### src/sv/cetq_pkg.sv
// ----------------------------------------------------------------------------
// Countdown event timer queue package
// Shared widths, codes and cell types of the timer queue.
// ----------------------------------------------------------------------------
package cetq_pkg;

    // Number of cells in the chain, one pending event per cell.
    localparam int CAPACITY = 16;

    localparam int CNT_W  = 16;
    localparam int ID_W   = 16;
    localparam int OP_W   = 2;
    localparam int KIND_W = 3;

    typedef enum logic [OP_W-1:0] {
        OP_ADD    = 2'd0,
        OP_REMOVE = 2'd1,
        OP_TICK   = 2'd2
    } t_op;

    typedef enum logic [KIND_W-1:0] {
        KIND_ADDED   = 3'd0,
        KIND_FULL    = 3'd1,
        KIND_REMOVED = 3'd2,
        KIND_FIRED   = 3'd3,
        KIND_IDLE    = 3'd4
    } t_kind;

    // One list entry. The kill flag marks an entry that leaves the list
    // during the squeeze that follows a remove or a tick.
    typedef struct packed {
        logic [CNT_W-1:0] count;
        logic [ID_W-1:0]  id;
        logic             valid;
        logic             kill;
    } t_entry;

    // Command broadcast from the controller to every cell.
    typedef struct packed {
        logic insert;
        logic mark_rm;
        logic mark_tick;
        logic shift;
    } t_cell_cmd;

endpackage

### src/sv/cetq_if.sv
// ----------------------------------------------------------------------------
// Timer queue channel interfaces
// Valid/ready channels for command words in and result words out.
// ----------------------------------------------------------------------------
interface cetq_in_if import cetq_pkg::*; ();
    logic              valid;
    logic              ready;
    logic [OP_W-1:0]   operation;
    logic [CNT_W-1:0]  delay;
    logic [ID_W-1:0]   event_id;

    modport source (output valid, operation, delay, event_id, input ready);
    modport sink   (input valid, operation, delay, event_id, output ready);
endinterface

interface cetq_out_if import cetq_pkg::*; ();
    logic              valid;
    logic              ready;
    logic [KIND_W-1:0] kind;
    logic [ID_W-1:0]   fired_id;
    logic              last;

    modport source (output valid, kind, fired_id, last, input ready);
    modport sink   (input valid, kind, fired_id, last, output ready);
endinterface

### src/sv/countdown_event_timer_queue_top.sv
// ----------------------------------------------------------------------------
// Countdown event timer queue
// Sorted list of pending timed events kept in a chain of cells.
// ----------------------------------------------------------------------------
//
//  Channel   Direction  Handshake          Word
//  i_cmd     in         valid / ready      operation, delay, event_id
//  o_res     out        valid / ready      kind, fired_id, last
//
// The block works on one command word at a time. An accepted word is
// latched first and then carried out; an add ends once the result slot is
// free. A remove or a tick first marks the leaving entries in all cells at
// once, then the chain squeezes out one marked entry per cycle (on a tick,
// only while the result slot is free) until none is left, and then answers.
// Reset is synchronous and active low; it empties the list at once.
// A stalled result word holds back an add and the firing of a tick until
// the sink takes it; the squeeze of a remove goes on regardless.
//
module countdown_event_timer_queue_top import cetq_pkg::*; (
    input logic        i_clk,
    input logic        i_rst_n,
    cetq_in_if.sink    i_cmd,
    cetq_out_if.source o_res
);

    typedef enum logic [1:0] {
        S_IDLE,
        S_EXEC,
        S_SQUEEZE,
        S_FIRE
    } t_state;

    t_state r_state, n_state;

    // Latched command word.
    t_op              r_op;
    logic [CNT_W-1:0] r_delay;
    logic [ID_W-1:0]  r_id;

    // Whether the current tick has fired anything yet.
    logic r_fired, n_fired;

    // Output register.
    logic              r_o_valid;
    logic [KIND_W-1:0] r_o_kind;
    logic [ID_W-1:0]   r_o_id;
    logic              r_o_last;

    // Cell chain.
    t_entry    w_entry [CAPACITY];
    logic      w_at    [CAPACITY];
    logic      w_pre   [CAPACITY];
    logic      w_first [CAPACITY];
    logic      w_more  [CAPACITY];
    t_cell_cmd w_cmd;

    logic              w_any_kill;
    logic              w_more_kill;
    logic              w_full;
    logic [ID_W-1:0]   w_first_id;
    logic [CAPACITY-1:0] w_valid_vec;

    logic              w_slot_free;
    logic              w_emit;
    t_kind             w_kind;
    logic [ID_W-1:0]   w_emit_id;
    logic              w_emit_last;
    logic              w_in_acc;

    genvar g;
    generate
        for (g = 0; g < CAPACITY; g++) begin : g_cell
            t_entry w_left;
            t_entry w_right;
            logic   w_left_at;
            logic   w_left_pre;

            if (g == 0) begin : g_head
                assign w_left     = '0;
                assign w_left_at  = 1'b0;
                assign w_left_pre = 1'b0;
            end else begin : g_body
                assign w_left     = w_entry[g-1];
                assign w_left_at  = w_at[g-1];
                assign w_left_pre = w_pre[g-1];
            end

            if (g == CAPACITY - 1) begin : g_tail
                assign w_right = '0;
            end else begin : g_inner
                assign w_right = w_entry[g+1];
            end

            cetq_cell u_cell (
                .i_clk      (i_clk),
                .i_rst_n    (i_rst_n),
                .i_cmd      (w_cmd),
                .i_delay    (r_delay),
                .i_id       (r_id),
                .i_left     (w_left),
                .i_left_at  (w_left_at),
                .i_left_pre (w_left_pre),
                .i_right    (w_right),
                .o_entry    (w_entry[g]),
                .o_at       (w_at[g]),
                .o_pre      (w_pre[g]),
                .o_first    (w_first[g]),
                .o_more     (w_more[g])
            );
        end
    endgenerate

    // The list is packed, so the tail cell tells whether it is full, and the
    // prefix chain out of the tail tells whether any marked entry is left.
    assign w_full     = w_entry[CAPACITY-1].valid;
    assign w_any_kill = w_pre[CAPACITY-1];

    always_comb begin
        w_first_id  = '0;
        w_more_kill = 1'b0;
        for (int i = 0; i < CAPACITY; i++) begin
            w_first_id     = w_first_id | (w_first[i] ? w_entry[i].id : '0);
            w_more_kill    = w_more_kill | w_more[i];
            w_valid_vec[i] = w_entry[i].valid;
        end
    end

    assign i_cmd.ready    = (r_state == S_IDLE);
    assign w_in_acc       = i_cmd.valid && i_cmd.ready;
    assign w_slot_free    = !r_o_valid || o_res.ready;

    assign o_res.valid    = r_o_valid;
    assign o_res.kind     = r_o_kind;
    assign o_res.fired_id = r_o_id;
    assign o_res.last     = r_o_last;

    // Controller: decides the cell command and the result word of this cycle.
    always_comb begin
        n_state     = r_state;
        n_fired     = r_fired;
        w_cmd       = '0;
        w_emit      = 1'b0;
        w_kind      = KIND_ADDED;
        w_emit_id   = r_id;
        w_emit_last = 1'b1;
        case (r_state)
            S_IDLE: begin
                if (w_in_acc) begin
                    n_state = S_EXEC;
                end
            end
            S_EXEC: begin
                case (r_op)
                    OP_ADD: begin
                        if (w_slot_free) begin
                            w_emit  = 1'b1;
                            n_state = S_IDLE;
                            if (w_full) begin
                                w_kind = KIND_FULL;
                            end else begin
                                w_kind       = KIND_ADDED;
                                w_cmd.insert = 1'b1;
                            end
                        end
                    end
                    OP_REMOVE: begin
                        w_cmd.mark_rm = 1'b1;
                        n_state       = S_SQUEEZE;
                    end
                    OP_TICK: begin
                        w_cmd.mark_tick = 1'b1;
                        n_fired         = 1'b0;
                        n_state         = S_FIRE;
                    end
                    default: begin
                        n_state = S_IDLE;
                    end
                endcase
            end
            S_SQUEEZE: begin
                if (w_any_kill) begin
                    w_cmd.shift = 1'b1;
                end else if (w_slot_free) begin
                    w_emit  = 1'b1;
                    w_kind  = KIND_REMOVED;
                    n_state = S_IDLE;
                end
            end
            S_FIRE: begin
                if (w_any_kill) begin
                    if (w_slot_free) begin
                        // The first marked entry fires and leaves the list.
                        w_cmd.shift = 1'b1;
                        w_emit      = 1'b1;
                        w_kind      = KIND_FIRED;
                        w_emit_id   = w_first_id;
                        w_emit_last = !w_more_kill;
                        n_fired     = 1'b1;
                    end
                end else if (r_fired) begin
                    n_state = S_IDLE;
                end else if (w_slot_free) begin
                    w_emit  = 1'b1;
                    w_kind  = KIND_IDLE;
                    n_state = S_IDLE;
                end
            end
            default: begin
                n_state = S_IDLE;
            end
        endcase
    end

    always_ff @(posedge i_clk) begin
        if (!i_rst_n) begin
            r_state   <= S_IDLE;
            r_fired   <= 1'b0;
            r_o_valid <= 1'b0;
        end else begin
            r_state <= n_state;
            r_fired <= n_fired;
            if (w_in_acc) begin
                r_op    <= t_op'(i_cmd.operation);
                r_delay <= i_cmd.delay;
                r_id    <= i_cmd.event_id;
            end
            if (w_emit) begin
                r_o_valid <= 1'b1;
                r_o_kind  <= w_kind;
                r_o_id    <= w_emit_id;
                r_o_last  <= w_emit_last;
            end else if (o_res.ready) begin
                r_o_valid <= 1'b0;
            end
        end
    end

    // The occupied cells always form one run starting at the head.
    a_packed: assert property (@(posedge i_clk) disable iff (!i_rst_n)
        ((w_valid_vec + 1'b1) & w_valid_vec) == '0)
        else $error("timer queue list is not packed");

    // No entry stays marked once the block is back waiting for a command.
    a_no_kill_idle: assert property (@(posedge i_clk) disable iff (!i_rst_n)
        (r_state == S_IDLE) |-> !w_any_kill)
        else $error("marked entry left in timer queue while idle");

    // An accepted command reaches the execute state in the very next cycle.
    a_exec_after_accept: assert property (@(posedge i_clk) disable iff (!i_rst_n)
        w_in_acc |=> (r_state == S_EXEC))
        else $error("accepted command not executed");

endmodule

### src/sv/cetq_cell.sv
// ----------------------------------------------------------------------------
// Timer queue cell
// Holds one list entry; inserts, marks and squeezes with its neighbors.
// ----------------------------------------------------------------------------
module cetq_cell import cetq_pkg::*; (
    input  logic             i_clk,
    input  logic             i_rst_n,
    input  t_cell_cmd        i_cmd,
    input  logic [CNT_W-1:0] i_delay,
    input  logic [ID_W-1:0]  i_id,
    input  t_entry           i_left,
    input  logic             i_left_at,
    input  logic             i_left_pre,
    input  t_entry           i_right,
    output t_entry           o_entry,
    output logic             o_at,
    output logic             o_pre,
    output logic             o_first,
    output logic             o_more
);

    t_entry r_entry;
    t_entry n_entry;

    // The new event belongs at or before this cell.
    assign o_at    = !r_entry.valid || (i_delay >= r_entry.count);
    // Some kill lies at or before this cell.
    assign o_pre   = r_entry.kill || i_left_pre;
    assign o_first = r_entry.kill && !i_left_pre;
    assign o_more  = r_entry.kill && i_left_pre;
    assign o_entry = r_entry;

    always_comb begin
        n_entry = r_entry;
        if (i_cmd.insert) begin
            if (i_left_at) begin
                n_entry      = i_left;
                n_entry.kill = 1'b0;
            end else if (o_at) begin
                n_entry.count = i_delay;
                n_entry.id    = i_id;
                n_entry.valid = 1'b1;
                n_entry.kill  = 1'b0;
            end
        end else if (i_cmd.mark_rm) begin
            n_entry.kill = r_entry.valid && (r_entry.id == i_id);
        end else if (i_cmd.mark_tick) begin
            n_entry.kill = r_entry.valid && (r_entry.count == '0);
            if (r_entry.valid && (r_entry.count != '0)) begin
                n_entry.count = r_entry.count - 1'b1;
            end
        end else if (i_cmd.shift) begin
            if (o_pre) begin
                n_entry = i_right;
            end
        end
    end

    always_ff @(posedge i_clk) begin
        if (!i_rst_n) begin
            r_entry.valid <= 1'b0;
            r_entry.kill  <= 1'b0;
        end else begin
            r_entry <= n_entry;
        end
    end

endmodule

### src/flat_wrapper.sv
// flat-port wrapper written by rule: the top's interface ports become plain ports
module countdown_event_timer_queue_top_flat import cetq_pkg::*;
  (i_clk, i_rst_n, i_cmd_valid, i_cmd_operation, i_cmd_delay, i_cmd_event_id, i_cmd_ready, o_res_valid, o_res_kind, o_res_fired_id, o_res_last, o_res_ready);
  cetq_in_if i_cmd_i ();
  cetq_out_if o_res_i ();
  input logic i_clk;
  input logic i_rst_n;
  input wire logic [$bits(i_cmd_i.valid)-1:0] i_cmd_valid;
  input wire logic [$bits(i_cmd_i.operation)-1:0] i_cmd_operation;
  input wire logic [$bits(i_cmd_i.delay)-1:0] i_cmd_delay;
  input wire logic [$bits(i_cmd_i.event_id)-1:0] i_cmd_event_id;
  output wire logic [$bits(i_cmd_i.ready)-1:0] i_cmd_ready;
  output wire logic [$bits(o_res_i.valid)-1:0] o_res_valid;
  output wire logic [$bits(o_res_i.kind)-1:0] o_res_kind;
  output wire logic [$bits(o_res_i.fired_id)-1:0] o_res_fired_id;
  output wire logic [$bits(o_res_i.last)-1:0] o_res_last;
  input wire logic [$bits(o_res_i.ready)-1:0] o_res_ready;
  assign i_cmd_i.valid = i_cmd_valid;
  assign i_cmd_i.operation = i_cmd_operation;
  assign i_cmd_i.delay = i_cmd_delay;
  assign i_cmd_i.event_id = i_cmd_event_id;
  assign i_cmd_ready = i_cmd_i.ready;
  assign o_res_valid = o_res_i.valid;
  assign o_res_kind = o_res_i.kind;
  assign o_res_fired_id = o_res_i.fired_id;
  assign o_res_last = o_res_i.last;
  assign o_res_i.ready = o_res_ready;
  countdown_event_timer_queue_top u_core (.i_clk(i_clk), .i_rst_n(i_rst_n), .i_cmd(i_cmd_i), .o_res(o_res_i));
endmodule
### config.mk
export PLATFORM = sky130hd
export DESIGN_NAME = countdown_event_timer_queue_top_flat
export DESIGN_NICKNAME = d
export VERILOG_FILES = /design/src/sv/cetq_pkg.sv /design/src/sv/cetq_if.sv /design/src/sv/countdown_event_timer_queue_top.sv /design/src/sv/cetq_cell.sv /design/src/flat_wrapper.sv
export SDC_FILE = /design/constraint.sdc
export NUM_CORES = 2
export LEC_CHECK = 0
export BUFFER_PORTS_ARGS = -buffer_cell sky130_fd_sc_hd__buf_2
export CAP_MARGIN = 10
export CORE_MARGIN = 2
export CORE_UTILIZATION = 40
export CTS_BUF_LIST = sky130_fd_sc_hd__clkbuf_4
export DETAILED_ROUTE_END_ITERATION = 10
export SLEW_MARGIN = 25
export SYNTH_ARGS = -nofsm -noshare
export SYNTH_HDL_FRONTEND = slang
export SYNTH_SLANG_ARGS = --single-unit
### constraint.sdc
create_clock -name i_clk -period 7.76 [get_ports i_clk]
set_input_delay 2.328 -clock i_clk [delete_from_list [all_inputs] [get_ports i_clk]]
set_output_delay 2.328 -clock i_clk [all_outputs]
set_load 0.05 [all_outputs]
==> reports/qor.txt <==
Routed length per placed instance - 21.2 um
Cell area after synthesis - 0.0469 mm^2
Mean Syn Cell Area - 9.02 um^2
Hold-fix buffers, CTS - 0
CP Launch Type - register
Area delta synth->final - 9.35%
Die Height - 346 um
GPL Wtd Cong - 0.907
Max_cap viols - 0
F_max - 217 MHz
First DRT Iteration DRCs - 3858
Area of the die - 0.120 mm^2
Max Fanout on Critical Path - 24
Fillcell total - 11400
CP endpoint kind - register
Ys flop type - edfxtp_1
Post-route insts no fill - 6839
Largest net degree at the start of global routing - 271
GRT Total Usage - 0.237
Final Max Slew Viols - 0
Gate Count Post-Synth - 5197
Yosys cell types - 85
First-pass GRT wire length - 226000 um
Setup Viol. Count Final - 0
CTS max path bufs - 3
Yosys reg bits - 602
RSZ-0062 raised after global routing - no
Worst-Margin Slew - 1180 ps
CP required - 8500 ps
Period utilisation layout - 0.593
Setup Fix Bufs, Post-CTS - 0
Setup CP Type - register to register
Final #Nets - 5454
Worst skew pair latency - 1130 ps
Port-buffer cells - 59
Most frequent cell on the critical path - buf_4
Cts repair resizes - 0
Top cells by area, synth - edfxtp_1 36%, mux2i_1 8.9%, ha_1 6.9%
Max-slew headroom - 0.214
Antenna Violating Nets Remaining - 0
Worst path slowest cell - a211oi_4
Remaining global-route overflow - 0
Yosys top cell area share - 0.363
Via density per instance - 5.86
Share of layout cells above drive strength 1 - 0.106
Fin util - 0.441
Sequential area share after synthesis - 0.378
CTS Root Cell - clkbuf_4
Static leakage - 0.0197 uW
Initial core utilization - 0.403
Minimum clock period - 4610 ps
Setup_tns - 0 ps
P per Cell Area - 166 mW/mm^2
CTS tree - done
Total number of yosys warnings - 0
Worst-path cell chain - buf_4 -> inv_1 -> buf_4 -> ha_1 -> nand2b_1 -> a21o_1 -> a211oi_1 -> or3_1 -> a211oi_4 -> buf_4 -> or3_1 -> and3_1
Crit-path max cell delay - 790 ps
IO Count - 60
Hold crit path type - register to register
Dpl cells - 6494
Final Hold Viols - 0
Max rail drop VDD - 0.129 mV
Clock Pin Slew Worst Setup and Hold Paths - 70 ps
Die Width - 346 um
Initial antenna violation count - 2
Largest area contributor in the netlist - edfxtp_1
Status - finished, final reports clean
Final Skew - 75.9 ps
Placeable Area - 0.116 mm^2
# rows - 125
Vias in the first global route - 38900
Post-synth EDFFs - 566
WL final - 145000 um
Async set-reset flop share out of synthesis - 0
Drt drc - 0
Via count - 40100
Worst EP arrival - 5350 ps
Pre-antenna DRT Iters - 6
CTS buffer count - 182
Syn Nets - 5495
H-tree depth - 4
Sink Count - 602
Post-DP HPWL - 103000 um
-- stage by stage --
| step | hold slack [ps] | total power [uW] | area (um^2) | worst slack (ps) |
|---|---|---|---|---|
| floorplan | 490 | 4800 | 46900 | 1300 |
| global placement | 521 | 5200 | 48700 | 2190 |
| detailed placement | 523 | 5230 | 48700 | 2160 |
| CTS | 533 | 8570 | 51200 | 3080 |
| global route | 571 | 8920 | 51200 | 2810 |
| finish | 534 | 8500 | 51200 | 3150 |
-- path summary, 6_finish.rpt --
check / startpoint / to / slack, ps / cells past startpoint
setup reg to reg: u_core.r_delay[0]$_DFFE_PP_ / u_core.g_cell[9].u_cell.o_entry[9]$_DFFE_PP_ / 3150 / 12
hold / removal: u_core.r_fired$_SDFFE_PN0P_ / u_core.r_fired$_SDFFE_PN0P_ / 530 / 2
setup / recovery: u_core.r_delay[0]$_DFFE_PP_ / u_core.g_cell[9].u_cell.o_entry[9]$_DFFE_PP_ / 3150 / 12
hold reg to reg: u_core.r_fired$_SDFFE_PN0P_ / u_core.r_fired$_SDFFE_PN0P_ / 530 / 2
-- layout make-up --
class	count	area, um^2	area share
timing repair buffer	173	1220	0.0238
sequential	602	17700	0.346
multi-input combinational	3917	26900	0.525
clock buffer	294	2210	0.0431
clock inverter	42	213	0.00415
inverter	280	1050	0.0205
antenna	7	17.5	0.000342
tap	1524	1910	0.0372
-- critical path: cells and delay by family (launching register included) --
family                   cells  cell delay [ps]
buffers and inverters        4             1220
flip-flops                   1              320
adder cells (fa/ha/maj)      1              300
AND/OR/NAND/NOR              4             1390
AO/OA/AOI/OAI                3              970
-- flip-flops by register name, summed over array words and instances, names as in the netlist --
register,cells
u_core.o_res.fired_id,16
u_core.g_cell.u_cell.o_entry,544
u_core.r_fired,1
u_core.o_res.last,1
u_core.o_res.kind,3
u_core.o_res.valid,1
u_core.r_id,16
u_core.r_op,2
u_core.r_delay,16
u_core.r_state,2
-- metal layers --
metal / GRT usage / vias up / part of all wire
li1: - / 19200 / -
met1: 0.329 / 19200 / 0.45
met5: 0 / - / 0
met2: 0.369 / 1401 / 0.45
met4: 0.0770 / 0 / 0.025
met3: 0.0447 / 253 / 0.071
-- report_power, final --
group	total [uW]	internal (uW)	leakage (uW)	switching, uW
Combinational	1410	483	0.0128	925
Clock	3310	1770	0.00147	1540
Sequential	3780	3680	0.00541	108
Total	8500	5930	0.0197	2580
-- cell usage in the layout, fill, tap and decap left out, drive strengths merged, types with 22 or more instances in the layout --
master and count:
nor3 102, inv 288, nand2 597, nor4 82, or3 41, o211ai 185
nand3 118, a221oi 37, a21o 22, and3 32, o21ai 507, clkinv 32
a211oi 66, a31oi 54, a21oi 253, xnor2 325, ha 260, edfxtp 566
or4 22, xor2 120, nand4 76, buf 173, a22oi 50, nor2 258
mux2i 415, dfxtp 36, clkbuf 294
-- Yosys cell counts (17+ instances only) --
library cell	instances
a22o_1	17
buf_1	60
nand4_1	76
dfxtp_1	36
mux2i_1	415
a21o_1	22
inv_1	279
xor2_1	120
nor2_1	258
nand2_1	597
a22oi_1	50
a31oi_1	54
a221oi_1	37
o22ai_1	18
and3_1	32
nand3_1	118
nor4_1	80
ha_1	260
or3_1	41
a211oi_1	66
a21oi_1	251
clkbuf_1	325
o21ai_0	505
edfxtp_1	566
o211ai_1	185
o31ai_1	19
xnor2_1	325
nor3_1	102
or4_1	20
-- cells by family after synthesis --
logic type,count (synthesis),share of synthesized area
and+or+nand+nor,1432,0.143
muxes,416,0.0890
buffers and inverters,678,0.0549
xor gates and xnor gates,445,0.0832
DFF,602,0.378
AOI/OAI and AO/OA,1362,0.182
adders and majority gates,262,0.0699
Power figures use the tool's default switching activity.
